**config.mk**
```make
export PLATFORM = sky130hd
export DESIGN_NAME = csp_cordic_cell
export DESIGN_NICKNAME = d
export VERILOG_FILES = /design/src/hw/rtl/csp_pkg.sv /design/src/hw/rtl/csp_cordic_cell.sv
export SDC_FILE = /design/constraint.sdc
export NUM_CORES = 1
export LEC_CHECK = 0
export ABC_AREA = 1
export ABC_CLOCK_PERIOD_IN_PS = 1730
export BUFFER_PORTS_ARGS = -buffer_cell sky130_fd_sc_hd__buf_2
export CAP_MARGIN = 25
export CELL_PAD_IN_SITES_DETAIL_PLACEMENT = 1
export CELL_PAD_IN_SITES_GLOBAL_PLACEMENT = 2
export CORE_MARGIN = 2
export CORE_UTILIZATION = 28
export DETAILED_ROUTE_END_ITERATION = 7
export PLACE_DENSITY_LB_ADDON = 0.12
export SETUP_SLACK_MARGIN = 0.5
export SLEW_MARGIN = 20
export SYNTH_ARGS = -nofsm -noshare
export SYNTH_HDL_FRONTEND = slang
export SYNTH_SLANG_ARGS = --single-unit
```
**constraint.sdc**
```tcl
create_clock -name clk -period 1.73 [get_ports clk]
set_input_delay 0 -clock clk [delete_from_list [all_inputs] [get_ports clk]]
set_output_delay 0 -clock clk [all_outputs]
set_load 0.05 [all_outputs]
```
**src/hw/rtl/csp_pkg.sv**
```systemverilog
package csp_pkg;

  // Field and register widths
  localparam int unsigned IDX_W    = 8;
  localparam int unsigned ANG_W    = 16;
  localparam int unsigned CNT_W    = 9;
  localparam int unsigned RAD_W    = 10;
  localparam int unsigned PIX_W    = 12;
  localparam int unsigned CFG_W    = 16;
  localparam int unsigned CFG_IDX_W = 2;

  // Screen geometry
  localparam int unsigned WINDOW_WIDTH  = 1280;
  localparam int unsigned WINDOW_HEIGHT = 720;
  localparam int unsigned MAX_SEATS_DEF = 256;

  // Reset values of the configuration registers
  localparam logic [ANG_W-1:0] START_ANGLE_RST  = 16'd16384;
  localparam logic [CNT_W-1:0] SEAT_COUNT_RST   = 9'd1;
  localparam logic [RAD_W-1:0] TABLE_RADIUS_RST = 10'd0;

  typedef enum logic [CFG_IDX_W-1:0] {
    REG_START_ANGLE  = 2'd0,
    REG_SEAT_COUNT   = 2'd1,
    REG_TABLE_RADIUS = 2'd2
  } cfg_reg_t;

  // Divider: one quotient bit per cell, dividend is seat_index * 2^16
  localparam int unsigned DIV_STEPS = IDX_W + ANG_W;

  // Rotation: angles in 2^32 units per turn, vector in Q30
  localparam int unsigned CORDIC_STEPS = 24;
  localparam int unsigned XY_W = 33;
  localparam int unsigned Z_W  = 34;
  localparam logic signed [XY_W-1:0] CORDIC_GAIN = 33'sd652032874;

  // Sine/cosine in Q16, range -65536..65536
  localparam int unsigned TRIG_W = 18;
  localparam int unsigned PROD_W = RAD_W + 1 + TRIG_W;
  localparam int unsigned SUM_W  = PROD_W + 1;

  // Input register to output strobe, in cycles
  localparam int unsigned LATENCY = DIV_STEPS + CORDIC_STEPS + 4;

  typedef struct packed {
    logic             valid;
    logic [IDX_W-1:0] idx;
    logic [ANG_W-1:0] quot;
  } div_stage_t;

  typedef struct packed {
    logic valid;
    logic flip;
  } cordic_ctl_t;

  typedef struct packed {
    logic signed [XY_W-1:0] x;
    logic signed [XY_W-1:0] y;
    logic signed [Z_W-1:0]  z;
  } cordic_vec_t;

  // atan(2^-step) in 2^32 units per turn
  function automatic logic signed [Z_W-1:0] arc_of(input int unsigned step);
    logic [31:0] a;
    case (step)
      0:  a = 32'h20000000;
      1:  a = 32'h12E4051E;
      2:  a = 32'h09FB385B;
      3:  a = 32'h051111D4;
      4:  a = 32'h028B0D43;
      5:  a = 32'h0145D7E1;
      6:  a = 32'h00A2F61E;
      7:  a = 32'h00517C55;
      8:  a = 32'h0028BE53;
      9:  a = 32'h00145F2F;
      10: a = 32'h000A2F98;
      11: a = 32'h000517CC;
      12: a = 32'h00028BE6;
      13: a = 32'h000145F3;
      14: a = 32'h0000A2FA;
      15: a = 32'h0000517D;
      16: a = 32'h000028BE;
      17: a = 32'h0000145F;
      18: a = 32'h00000A30;
      19: a = 32'h00000518;
      20: a = 32'h0000028C;
      21: a = 32'h00000146;
      22: a = 32'h000000A3;
      23: a = 32'h00000051;
      default: a = 32'h00000000;
    endcase
    return signed'(Z_W'(a));
  endfunction

endpackage

```
**src/hw/rtl/csp_cordic_cell.sv**
```systemverilog
module csp_cordic_cell #(
  parameter int unsigned STEP = 0
) (
  input  logic                 clk,
  input  logic                 rst_n,
  input  csp_pkg::cordic_ctl_t ctl_in,
  input  csp_pkg::cordic_vec_t vec_in,
  output csp_pkg::cordic_ctl_t ctl_out,
  output csp_pkg::cordic_vec_t vec_out
);
  import csp_pkg::*;

  logic signed [XY_W-1:0] dx;
  logic signed [XY_W-1:0] dy;
  logic signed [Z_W-1:0]  arc;

  cordic_ctl_t ctl_r, ctl_nxt;
  cordic_vec_t vec_r, vec_nxt;

  assign dx  = vec_in.y >>> STEP;
  assign dy  = vec_in.x >>> STEP;
  assign arc = arc_of(STEP);

  // Rotate toward zero residual angle
  always_comb begin
    ctl_nxt = ctl_in;
    if (!vec_in.z[Z_W-1]) begin
      vec_nxt.x = vec_in.x - dx;
      vec_nxt.y = vec_in.y + dy;
      vec_nxt.z = vec_in.z - arc;
    end else begin
      vec_nxt.x = vec_in.x + dx;
      vec_nxt.y = vec_in.y - dy;
      vec_nxt.z = vec_in.z + arc;
    end
  end

  always_ff @(posedge clk) begin
    if (!rst_n) begin
      ctl_r <= '0;
    end else begin
      ctl_r <= ctl_nxt;
    end
  end

  always_ff @(posedge clk) begin
    vec_r <= vec_nxt;
  end

  assign ctl_out = ctl_r;
  assign vec_out = vec_r;

endmodule

```
==> results.yml <==
run_status:
  status: "finished, final reports clean"
clocking:
  path_clk_slew_ns: 0.09
  clk_path_buf_depth: 2
  cts.htree.levels: 3
  cts-root-buf: "clkbuf_16"
  cts_buffers: 9
  clock_sinks: 101
  cts_tree: "built"
final_layout:
  areaGrowthSynthToFinish_pct: 72.5
  multi_input_area_um2: 8930
  n_antenna_cell: 0
  final_cell_mix: "nand2_1, inv_1, buf_4"
  final_cells: 2662
  mostFrequentLayoutCell: "nand2_1"
  layout-drive-gt1-share_pct: 48.8
  nFillCells: 4409
  regArea_um2: 2020
  fin_nets: 2409
logic_synthesis:
  synthCells: 1729
  yosysUniqueCellTypes: 32
  synth_top_cells_by_area: "nand2_1, dfxtp_1, inv_1"
  synth-seq-area-share_pct: 20.5
  synth_fp_nets: 1936
  syn-cell-area_um2: 9840
  synth-seq-cells: 101
  syn_area_per_cell_um2: 5.69
  synth_top_area_share_pct: 24.9
  yosys.area.top_type: "nand2_1"
  synth_warnings: 0
detailed_routing:
  via_count: 12200
  drtIter0Drc: 411
  wl_mm: 45.6
  vias_per_cell: 4.60
  ant_nets: 0
  wire_per_inst_um: 17.1
  first_pass_iters: 4
  drc: 0
setup_path:
  crit_top_cell: "buf_4"
  cp-start-kind: "input pin"
  crit_required_ns: 2.01
  cp_data_arrival_time_ns: 1.61
  cp_max_fo: 6
  cp-end-kind: "register"
  crit_family: "buffers and inverters"
  crit_chain: "buf_2 > inv_2 > ha_4 > buf_8 > a21oi_4 > buf_4 > buf_4 > o21bai_1 > a21oi_2 > nand4_1 > nand3_1 > nand2_2"
  crit_type: "input pin to register"
  crit_buf_inv: 5
  cp_slowest_cell: "ha_4"
  slowest_delay_ns: 0.28
power:
  leakage_uw: 0.00906
  power_density_nw_per_um2: 697
  vdd_drop_max_uv: 574
timing:
  rsz0062_at_grt: "yes"
  period_minus_slack_ns: 1.32
  report.final.slew_viol_count: 0
  hold_ws_ns: 0.0559
  hold_viol: 0
  fmax_mhz: 756
  finalSetupViolations: 0
  slew_headroom_pct: 44.2
  finalCritPeriodShare_pct: 76.4
  setup_tns_ns: 0
  tightest_slew_ns: 0.837
placement:
  numPortBuffers: 205
  dp_hpwl_mm: 36.4
  place_congestion: 0.871
  dp_cells: 2559
floorplanning:
  die_y_um: 191
  dieArea_um2: 36700
  initial_utilization_pct: 28.5
  die_w_um: 191
  num_io_pins: 206
  core_um2: 34500
  rows: 68
worst_hold_path:
  hold_path.class: "input pin to register"
  holdPathStages: 3
  hp-start: "vec_in[31]"
  hold_end: "vec_out[31]"
global_routing:
  grt_usage_pct: 24.2
  antenna_found_initial: 1
  grt_pass1_wl_mm: 67.7
  grt_max_degree: 60
  grt_overflow: 0
  grt_pass1_vias: 12600
run:
  drv_cap: 0
-- layer usage --
metal,GRT usage [%],part of all wire (%),vias to the layer above
met3,2.04,3.1,35
met2,40.5,47,219
met1,33.1,48,5806
li1,-,-,6178
met5,0,0,-
met4,6.54,1.8,0
-- kinds of logic after synthesis --
group / after synthesis / share of synthesized area [%]
buf+inv: 396 / 16.0
xor+xnor: 26 / 2.31
simple gates: 964 / 40.1
flops: 101 / 20.5
compound gates: 139 / 7.65
fa+ha+maj: 103 / 13.4
-- worst max-delay path by stage --
stage | cells past startpoint | slack (ns) | startpoint | endpoint
5_1_grt | 12 | 0.34 | vec_in[67] | vec_out[79]
3_3_place_gp | 12 | -0.35 | vec_in[53] | vec_out[66]
6_report | 12 | 0.41 | vec_in[52] | vec_out[59]
4_1_cts | 13 | 0.47 | vec_in[73] | vec_out[99]
3_5_place_dp | 12 | -0.40 | vec_in[53] | vec_out[99]
2_1_floorplan | 15 | 0.35 | vec_in[67] | vec_out[99]
-- area by class of cell --
type,instances,share of cell area (%)
sequential,101,11.9
clock inverter,7,0.575
inverter,352,8.18
timing repair buffer,506,22.1
multi-input combinational,1232,52.6
tap,455,3.35
clock buffer,9,1.33
-- power breakdown --
group	switching (uW)	internal [uW]	total (uW)
registers	85.6	2660	2740
clock network	1180	1180	2350
logic	4340	2410	6740
-- timing repair --
action / 4_1_cts / 5_1_grt
endpoints found under the hold margin: 36 / 0
resized for setup: 291 / 405
hold buffers: 37 / 0
endpoints found under the setup margin: 54 / 54
pin swaps: 94 / 201
buffers inserted: 17 / 33
-- Yosys cell counts (all sizes together) --
master and number:
a21o 2, a21oi 75, a31oi 4, and3 2, buf 35, clkbuf 9
clkinv 1, dfxtp 101, fa 4, ha 99, inv 351, nand2 660
nand3 161, nand3b 1, nand4 16, nor2 114, nor3 9, nor4 1
o21a 4, o21ai 37, o21bai 11, o22ai 4, o31ai 2, xor2 26
-- worst min-delay path, delay by kind of cell --
kind,cells,cell delay (ns)
xor+xnor,1,0.10
fa+ha+maj,1,0.19
buf+inv,1,0.09
-- through the flow --
step / setup slack, ns / util (%) / total power [uW] / area, um^2
floorplan: 0.345 / - / 6280 / 10600
global placement: -0.353 / 38.8 / 8160 / 13400
detailed placement: -0.404 / 38.8 / 8240 / 13400
CTS: 0.468 / 44.3 / 11200 / 15300
global route: 0.344 / 49.2 / 12500 / 17000
finish: 0.408 / 49.2 / 11800 / 17000
-- state kept, by name (all words and copies together), names as in the netlist --
signal   flops
ctl_out      2
vec_out     99
Power figures use the tool's default switching activity.
