--- src/hw/rtl/csp_pkg.sv ---
package csp_pkg;

  // Field and register widths
  localparam int unsigned IDX_W    = 8;
  localparam int unsigned ANG_W    = 16;
  localparam int unsigned CNT_W    = 9;
  localparam int unsigned RAD_W    = 10;
  localparam int unsigned PIX_W    = 12;
  localparam int unsigned CFG_W    = 16;
  localparam int unsigned CFG_IDX_W = 2;

  // Screen geometry
  localparam int unsigned WINDOW_WIDTH  = 1280;
  localparam int unsigned WINDOW_HEIGHT = 720;
  localparam int unsigned MAX_SEATS_DEF = 256;

  // Reset values of the configuration registers
  localparam logic [ANG_W-1:0] START_ANGLE_RST  = 16'd16384;
  localparam logic [CNT_W-1:0] SEAT_COUNT_RST   = 9'd1;
  localparam logic [RAD_W-1:0] TABLE_RADIUS_RST = 10'd0;

  typedef enum logic [CFG_IDX_W-1:0] {
    REG_START_ANGLE  = 2'd0,
    REG_SEAT_COUNT   = 2'd1,
    REG_TABLE_RADIUS = 2'd2
  } cfg_reg_t;

  // Divider: one quotient bit per cell, dividend is seat_index * 2^16
  localparam int unsigned DIV_STEPS = IDX_W + ANG_W;

  // Rotation: angles in 2^32 units per turn, vector in Q30
  localparam int unsigned CORDIC_STEPS = 24;
  localparam int unsigned XY_W = 33;
  localparam int unsigned Z_W  = 34;
  localparam logic signed [XY_W-1:0] CORDIC_GAIN = 33'sd652032874;

  // Sine/cosine in Q16, range -65536..65536
  localparam int unsigned TRIG_W = 18;
  localparam int unsigned PROD_W = RAD_W + 1 + TRIG_W;
  localparam int unsigned SUM_W  = PROD_W + 1;

  // Input register to output strobe, in cycles
  localparam int unsigned LATENCY = DIV_STEPS + CORDIC_STEPS + 4;

  typedef struct packed {
    logic             valid;
    logic [IDX_W-1:0] idx;
    logic [ANG_W-1:0] quot;
  } div_stage_t;

  typedef struct packed {
    logic valid;
    logic flip;
  } cordic_ctl_t;

  typedef struct packed {
    logic signed [XY_W-1:0] x;
    logic signed [XY_W-1:0] y;
    logic signed [Z_W-1:0]  z;
  } cordic_vec_t;

  // atan(2^-step) in 2^32 units per turn
  function automatic logic signed [Z_W-1:0] arc_of(input int unsigned step);
    logic [31:0] a;
    case (step)
      0:  a = 32'h20000000;
      1:  a = 32'h12E4051E;
      2:  a = 32'h09FB385B;
      3:  a = 32'h051111D4;
      4:  a = 32'h028B0D43;
      5:  a = 32'h0145D7E1;
      6:  a = 32'h00A2F61E;
      7:  a = 32'h00517C55;
      8:  a = 32'h0028BE53;
      9:  a = 32'h00145F2F;
      10: a = 32'h000A2F98;
      11: a = 32'h000517CC;
      12: a = 32'h00028BE6;
      13: a = 32'h000145F3;
      14: a = 32'h0000A2FA;
      15: a = 32'h0000517D;
      16: a = 32'h000028BE;
      17: a = 32'h0000145F;
      18: a = 32'h00000A30;
      19: a = 32'h00000518;
      20: a = 32'h0000028C;
      21: a = 32'h00000146;
      22: a = 32'h000000A3;
      23: a = 32'h00000051;
      default: a = 32'h00000000;
    endcase
    return signed'(Z_W'(a));
  endfunction

endpackage

--- src/hw/rtl/csp_div_cell.sv ---
module csp_div_cell #(
  parameter int unsigned STEP  = 0,
  parameter int unsigned DIV_W = 9
) (
  input  logic                clk,
  input  logic                rst_n,
  input  logic [DIV_W-1:0]    divisor,
  input  csp_pkg::div_stage_t stage_in,
  input  logic [DIV_W-1:0]    rem_in,
  output csp_pkg::div_stage_t stage_out,
  output logic [DIV_W-1:0]    rem_out
);
  import csp_pkg::*;

  logic [IDX_W-1:0] idx_shift;
  logic             dbit;
  logic [DIV_W:0]   trial;
  logic             ge;

  logic             valid_r, valid_nxt;
  logic [IDX_W-1:0] idx_r, idx_nxt;
  logic [ANG_W-1:0] quot_r, quot_nxt;
  logic [DIV_W-1:0] rem_r, rem_nxt;

  // Bring down the next dividend bit; past the index bits they are zero
  assign idx_shift = stage_in.idx << STEP;
  assign dbit      = idx_shift[IDX_W-1];
  assign trial     = {rem_in, dbit};
  assign ge        = (trial >= {1'b0, divisor});

  always_comb begin
    valid_nxt = stage_in.valid;
    idx_nxt   = stage_in.idx;
    quot_nxt  = {stage_in.quot[ANG_W-2:0], ge};
    if (ge) begin
      rem_nxt = DIV_W'(trial - {1'b0, divisor});
    end else begin
      rem_nxt = DIV_W'(trial);
    end
  end

  always_ff @(posedge clk) begin
    if (!rst_n) begin
      valid_r <= 1'b0;
    end else begin
      valid_r <= valid_nxt;
    end
  end

  always_ff @(posedge clk) begin
    idx_r  <= idx_nxt;
    quot_r <= quot_nxt;
    rem_r  <= rem_nxt;
  end

  assign stage_out = '{valid: valid_r, idx: idx_r, quot: quot_r};
  assign rem_out   = rem_r;

endmodule

--- config.mk ---
export PLATFORM = sky130hd
export DESIGN_NAME = csp_div_cell
export DESIGN_NICKNAME = d
export VERILOG_FILES = /design/src/hw/rtl/csp_pkg.sv /design/src/hw/rtl/csp_div_cell.sv
export SDC_FILE = /design/constraint.sdc
export NUM_CORES = 1
export LEC_CHECK = 0
export BUFFER_PORTS_ARGS = -buffer_cell sky130_fd_sc_hd__buf_2
export CAP_MARGIN = 10
export CORE_MARGIN = 2
export CORE_UTILIZATION = 40
export DETAILED_ROUTE_END_ITERATION = 10
export GPL_TIMING_DRIVEN = 0
export PLACE_DENSITY = 0.76
export RECOVER_POWER = 50
export SYNTH_ARGS = -nofsm -noshare
export SYNTH_HDL_FRONTEND = slang
export SYNTH_SLANG_ARGS = --single-unit
--- constraint.sdc ---
create_clock -name clk -period 5.3 [get_ports clk]
set_input_delay 0.265 -clock clk [delete_from_list [all_inputs] [get_ports clk]]
set_output_delay 0.265 -clock clk [all_outputs]
set_load 0.1 [all_outputs]
==> out/qor.csv, run 1 <==
stage,metric,value,unit
synthesis,"Avg Cell Area, Syn",11.2,um2
floorplanning,Initial Utilization,41.3,%
synthesis,Post-synth EDFFs,0,
placement,pre-CTS setup slack,2.77,ns
sta,fin crit period,2.19,ns
floorplanning,FP Rows,21,
cells_and_area,post-route non-filler standard cell count,252,
synthesis,Ys Warns,0,
synthesis,multiplexer area fraction after synthesis,5.58,%
routing,Avg WL per Cell,11.5,um
synthesis,post-synth top area share,49.8,%
sta,endpoints failing hold,0,
job,max-cap violations,0,
synthesis,most frequent cell after synthesis,dfxtp_1,
cells_and_area,diodes inserted,0,
cts,CTS tree,done,
routing,DRC,0,
power_and_ir_drop,Total Power,701,uW
cts,# H-tree levels,2,
routing,Detailed Routing Iterations Pass 1,4,
cts,Setup Buffers After CTS,0,
synthesis,Post-Synth XOR/XNOR Area,1.92,%
critical_path,Worst setup EP type,register,
placement,buffers added on ports,77,
sta,setup TNS,0,ns
sta,Final period util,41.4,%
routing,ANT nets after route,0,
outcome,status,completed,
cts,clk sinks,34,
critical_path,max incr delay on CP,0.44,ns
cts,Longest Clk Path Bufs,2,
cts,clk slew on worst S/H paths,0.09,ns
sta,max-slew violations,0,
critical_path,worst path cell trace,"buf_2, inv_1, ha_1, inv_1, fa_1, a211oi_2, o21ai_2, a211oi_4, inv_4, mux2_4",
routing,drt total wl,2900,um
cts,CTS-repair resized insts,0,
cts,TritonCTS Buffers,5,
min_path,Worst Hold Class,input port to register,
synthesis,"top cells by area, synth","dfxtp_1 (50%), ha_1 (8.2%), inv_1 (3.3%)",
synthesis,synth unique cells,44,
synthesis,Gate Count Post-Synth,122,
routing,vias after detailed routing,1179,
critical_path,CP max stage cell,fa_1,
routing,DRT iter0 DRCs,31,
grt,gr usage total,15.0,%
synthesis,net count after synthesis,177,
critical_path,WP data required,5.51,ns
placement,DPL Wire Length,2330,um
synthesis,register area share after synthesis,49.8,%
grt,grt peak-use layer,met2,
synthesis,top cell type by total area after synthesis,dfxtp_1,
synthesis,Post-synth top flop,dfxtp_1,
floorplanning,Die Y,62.5,um
power_and_ir_drop,VDD IR max,0.108,mV
cells_and_area,fin area,0.00185,mm2
cells_and_area,share of layout cells above drive strength 1,42.7,%
cts,CTS root buf,clkbuf_4,
synthesis,Synth Area in Simple Gates,7.59,%
critical_path,"critical path fanouts, max",7,
grt,grt met3 use,5.59,%
critical_path,Worst setup SP type,input port,
grt,largest net degree at the start of global routing,11,
routing,DR vias/cell,4.68,
sta,actual slew at the worst max-slew pin,1.16,ns
cts,hold_buf cts,0,
synthesis,Post-synth top cells,"dfxtp_1 (34), inv_1 (12), ha_1 (9)",
grt,vias in the first global route,1023,
floorplanning,# IOs,79,
sta,"Setup violations, final",0,
placement,placed insts,245,
power_and_ir_drop,Static Leak,0.000912,uW
grt,grt met2 use,23.3,%
sta,Peak Freq,456,MHz
placement,Final GP Congestion,0.834,
floorplanning,Core ar.,0.00331,mm2
synthesis,Mapped Area,0.00137,mm2
synthesis,largest family of logic cells by synthesized area,compound AO/OA/AOI/OAI gates,
sta,Slew HR,22.9,%
grt,antenna violations before repair,0,
synthesis,Compound-Gate Fraction of Synth Area,19.4,%
synthesis,Synth async-reset ratio,0,%
floorplanning,die area,0.00390,mm2
grt,first-pass GRT wire length,4570,um
sta,RSZ-0062 raised after global routing,false,
grt,met1 usage,18.6,%
floorplanning,Die W,62.5,um
power_and_ir_drop,PD cells,380,mW/mm2
cells_and_area,area grow syn2layout,34.9,%
sta,post-route setup slack,3.11,ns
critical_path,Critical Path AT,2.40,ns
cells_and_area,# nets final,261,
grt,Overflow after GRT,0,
critical_path,Most common cell on crit path,inv_1,
critical_path,critical path type,input port to register,
synthesis,"FF+latch count, synth",34,
placement,Area after DPL,0.00181,mm2
synthesis,adder-cell share of the synthesized area,9.70,%
## final timing paths
check / start / endpoint / slack (ns) / cells past startpoint
worst max-delay path: stage_in[23] / rem_out[2] / 3.11 / 10
worst min-delay path: stage_in[16] / idx_r[0] / 0.04 / 1
## cell type report
type                       instances  area (um2)
buffer                             5        31.3
clock buffer                       5        37.5
clock inverter                     2        10.0
fill                             302        1470
inverter                          13        51.3
multi-input combinational         70         604
sequential                        34         681
tap                               46        57.6
timing repair buffer              77         373
## report_power, final
| part | internal, uW | switching, uW |
|---|---|---|
| clock network | 47.6 | 74.5 |
| logic | 63.5 | 232 |
| registers | 279 | 5.04 |
## sequential cells by signal (all words and copies together) (netlist names)
register and flops:
rem_out 9, quot_r 16, idx_r 8, valid_r 1
## per-layer routing
metal / vias to the layer above / wire, um
li1: 602 / -
met1: 515 / 1310
met2: 60 / 1290
met3: 2 / 263
met4: 0 / 28
met5: - / 0
## cells in the final DEF (no fill, tap or decap), types with 3 or more instances in the layout
| cell type | n |
|---|---|
| nand2_1 | 4 |
| mux2_4 | 3 |
| a21o_1 | 3 |
| o211ai_1 | 4 |
| inv_1 | 12 |
| nand2b_1 | 3 |
| buf_2 | 68 |
| ha_1 | 9 |
| clkbuf_4 | 5 |
| a21oi_1 | 6 |
| dfxtp_1 | 34 |
| clkbuf_1 | 12 |
## per-stage QoR
stage | hold slack [ns] | util [%]
2_1_floorplan | 0.293 | -
3_3_place_gp | 0.367 | 54.7
3_5_place_dp | 0.369 | 54.7
4_1_cts | 0.0241 | 56.1
5_1_grt | 0.00701 | 55.7
6_report | 0.0446 | 55.7
## cells by family (layout without fill, tap and decap cells)
group                    after synthesis  count (layout)
AND/OR/NAND/NOR                       18              18
flip-flops                            34              34
adder cells (fa/ha/maj)               10              10
buffers and inverters                 18             102
XOR/XNOR                               3               3
multiplexers                           6               6
AO/OA/AOI/OAI                         33              33
## worst max-delay path: cells and delay by family
kind / cells / cell delay (ns)
AO/OA/AOI/OAI: 3 / 0.89
adder cells (fa/ha/maj): 2 / 0.59
buffers and inverters: 4 / 0.33
multiplexers: 1 / 0.31
(Power assumes the default switching activity.)
==> run 2: changes to the inputs <==
--- a/config.mk
+++ b/config.mk
@@ -5,6 +5,7 @@
 export SDC_FILE = /design/constraint.sdc
 export NUM_CORES = 1
 export LEC_CHECK = 0
+export ABC_AREA = 1
 export BUFFER_PORTS_ARGS = -buffer_cell sky130_fd_sc_hd__buf_2
 export CAP_MARGIN = 10
 export CORE_MARGIN = 2
==> constraint.sdc (replaced) <==
create_clock -name clk -period 2.1 [get_ports clk]
set_input_delay 0.105 -clock clk [delete_from_list [all_inputs] [get_ports clk]]
set_output_delay 0.105 -clock clk [all_outputs]
set_load 0.1 [all_outputs]
==> run 2 against run 1 <==
Against the previous run: highest routed layer unchanged; worst hold slack lost 0.041 ns; sequential share of layout area shrank 5.3 points; routed wire length grew 48%; sequential power grew to 2.5 times the previous value; sequential cell count is the same; first-iteration DRC count grew 68%; global-route usage grew 6.9 points; count of clock-buffer cells in the layout is the same; power grew to 3.0 times the previous value.
==> out/qor.csv, run 2 <==
stage,metric,value,unit,change
outcome,status,completed,,
cells_and_area,diodes inserted,0,,unchanged
routing,Avg WL per Cell,13.4,um,+17%
grt,first-pass GRT wire length,6530,um,+43%
cts,# H-tree levels,2,,unchanged
cts,CTS tree,done,,
sta,hold slack,0.00361,ns,-0.0410 ns
cts,TritonCTS Buffers,5,,unchanged
floorplanning,# IOs,79,,unchanged
critical_path,CP max stage cell,dlygate4sd3_1,,
routing,ANT nets after route,0,,unchanged
cts,CTS root buf,clkbuf_4,,
grt,Overflow after GRT,0,,unchanged
power_and_ir_drop,PD cells,973,mW/mm2,+160%
critical_path,Critical Path Sink,rem_out[8],,
job,max-cap violations,0,,unchanged
critical_path,max incr delay on CP,0.53,ns,+0.09 ns
routing,DRT iter0 DRCs,52,,+68%
synthesis,post-synth top area share,50.1,%,+0.37 points
cells_and_area,Largest register FFs,16,,unchanged
power_and_ir_drop,Static Leak,0.00119,uW,+30%
cells_and_area,area taken by multi-input logic gates,563,um2,-6.8%
critical_path,critical path type,input port to register,,
floorplanning,Die W,62.3,um,-0.34%
synthesis,Ys Warns,0,,unchanged
sta,max-slew violations,0,,unchanged
synthesis,Mapped Area,0.00136,mm2,-0.73%
routing,Detailed Routing Iterations Pass 1,4,,unchanged
synthesis,Post-synth EDFFs,0,,unchanged
cells_and_area,Top reg by flops,quot_r,,
cells_and_area,Reg area,681,um2,unchanged
placement,DPL Wire Length,2470,um,+6.0%
grt,gr usage total,21.9,%,+6.9 points
min_path,Worst Hold Class,input port to register,,
synthesis,most frequent cell after synthesis,nand2_1,,
cts,clk sinks,34,,unchanged
synthesis,"FF+latch count, synth",34,,unchanged
min_path,Hold Crit Start,rem_in[6],,
floorplanning,Core ar.,0.00328,mm2,-0.79%
sta,setup TNS,0,ns,unchanged
sta,Final period util,91.2,%,
cells_and_area,fillers,266,,-12%
synthesis,register area share after synthesis,50.1,%,+0.37 points
critical_path,worst path cell trace,"dlygate4sd3_1, clkbuf_1, inv_1, ha_1, inv_1, fa_1, nand4_1, nand2_2, nand2_4, nand2_4, nand2_1, nand2_1",,
sta,actual slew at the worst max-slew pin,1.17,ns,+0.0126 ns
critical_path,Worst setup EP type,register,,
sta,fin crit period,1.92,ns,
grt,antenna violations before repair,0,,unchanged
sta,"Setup violations, final",0,,unchanged
placement,Final GP Congestion,0.876,,+4.9%
grt,largest net degree at the start of global routing,13,,+2
synthesis,"Avg Cell Area, Syn",8.33,um2,-26%
routing,vias after detailed routing,1441,,+22%
cells_and_area,"commonest non-fill, non-tap cell in the layout",buf_2,,
floorplanning,Initial Utilization,41.3,%,about the same
routing,DR vias/cell,4.50,,-3.8%
sta,RSZ-0062 raised after global routing,false,,
critical_path,"critical path fanouts, max",10,,+3
synthesis,Gate Count Post-Synth,163,,+34%
cts,clk slew on worst S/H paths,0.11,ns,+0.02 ns
sta,Peak Freq,522,MHz,
routing,DRC,0,,unchanged
routing,drt total wl,4300,um,+48%
critical_path,worst setup path start,stage_in[23],,
sta,Slew HR,22.1,%,-0.84 points
critical_path,WP data required,2.35,ns,-3.16 ns
floorplanning,FP Rows,21,,unchanged
grt,vias in the first global route,1359,,+33%
sta,endpoints failing hold,0,,unchanged
cells_and_area,# nets final,328,,+26%
cts,Setup Buffers After CTS,0,,unchanged
synthesis,Post-synth top flop,dfxtp_1,,
critical_path,Worst setup SP type,input port,,
power_and_ir_drop,VDD IR max,0.343,mV,+220%
cells_and_area,area grow syn2layout,58.6,%,
placement,buffers added on ports,77,,unchanged
cells_and_area,most frequent cells in the layout,"buf_2 (67), nand2_1 (52), dfxtp_1 (34)",,
synthesis,"top cells by area, synth","dfxtp_1 (50%), nand2_1 (14%), ha_1 (8.3%)",,
synthesis,Synth async-reset ratio,0,%,unchanged
cts,Longest Clk Path Bufs,2,,unchanged
floorplanning,die area,0.00388,mm2,-0.69%
cells_and_area,share of layout cells above drive strength 1,30.3,%,-12 points
critical_path,Critical Path AT,2.16,ns,-0.24 ns
synthesis,synth unique cells,19,,-57%
synthesis,Post-synth top cells,"nand2_1 (52), dfxtp_1 (34), inv_1 (26)",,
synthesis,top cell type by total area after synthesis,dfxtp_1,,
synthesis,net count after synthesis,218,,+23%
floorplanning,Die Y,62.3,um,-0.34%
min_path,Hold Path Stages,3,,+2
-- run 2: cell count changes after synthesis, sizes merged, moves of 3 or more --
cell    previous run  this run
a211oi             4         0
a21o               3         0
inv               13        26
mux2               4         0
nand2              4        56
nand2b             3         0
nand3              2        17
nor2               2         5
o211ai             4         0
-- run 2: how the worst min path moves through the flow --
stage	endpoint	slack, ns
after floorplan	idx_r[0]	0.13
after global placement	quot_r[3]	0.21
after detailed placement	idx_r[4]	0.21
after CTS	rem_out[7]	0.002
after global routing	rem_out[7]	0.003
final	rem_out[7]	0.004
-- run 2: cell families (layout without fill, tap and decap cells) --
group	Yosys count	in the layout	synth area share (%)
AND/OR/NAND/NOR	82	82	26.8
AO/OA/AOI/OAI	5	5	2.95
XOR/XNOR	3	3	1.94
flip-flops	34	34	50.1
adder cells (fa/ha/maj)	10	10	9.77
buffers and inverters	29	140	8.39
-- run 2: power by group --
group	internal, uW	leakage, uW	total [uW]	switching (uW)
clock	372	0.0000554	614	242
sequential	704	0.000287	722	18.8
combinational	161	0.000846	758	597
total	1240	0.00119	2100	858
-- run 2: timing repair --
action	in CTS	in global routing
endpoints found under the hold margin	24	1
resized for setup	0	0
hold buffers	25	1
-- run 2: final cells by class --
| cell class | count | area share [%] |
|---|---|---|
| Buffer | 2 | 0.581 |
| Clock buffer | 5 | 1.74 |
| Clock inverter | 3 | 3.20 |
| Inverter | 27 | 4.71 |
| Multi-Input combinational cell | 100 | 26.1 |
| Sequential cell | 34 | 31.6 |
| Tap cell | 46 | 2.67 |
| Timing Repair Buffer | 103 | 29.3 |
-- run 2: stage by stage --
step / setup slack [ns] / cells / utilization, % / instance area [um2] / total power [uW]
after floorplan: 0.741 / 163 / - / 1360 / 1310
after global placement: 0.391 / 286 / 54.8 / 1800 / 1440
after detailed placement: 0.383 / 286 / 54.8 / 1800 / 1440
after CTS: 0.195 / 319 / 65.7 / 2160 / 2070
after global routing: 0.0608 / 320 / 65.6 / 2150 / 2170
final: 0.184 / 320 / 65.6 / 2150 / 2100
-- run 2: critical path: cells and delay by family --
family / cells / cell delay [ns]
AND/OR/NAND/NOR: 6 / 0.67
buffers and inverters: 4 / 0.79
adder cells (fa/ha/maj): 2 / 0.59
-- run 2: routing by layer --
layer  track usage [%]  up-vias  share of wire, %
met5                 0        -                 0
met4              9.44        0               2.7
met3              8.33        9               7.9
met2              35.7       63                46
met1              25.8      648                43
li1                  -      721                 -
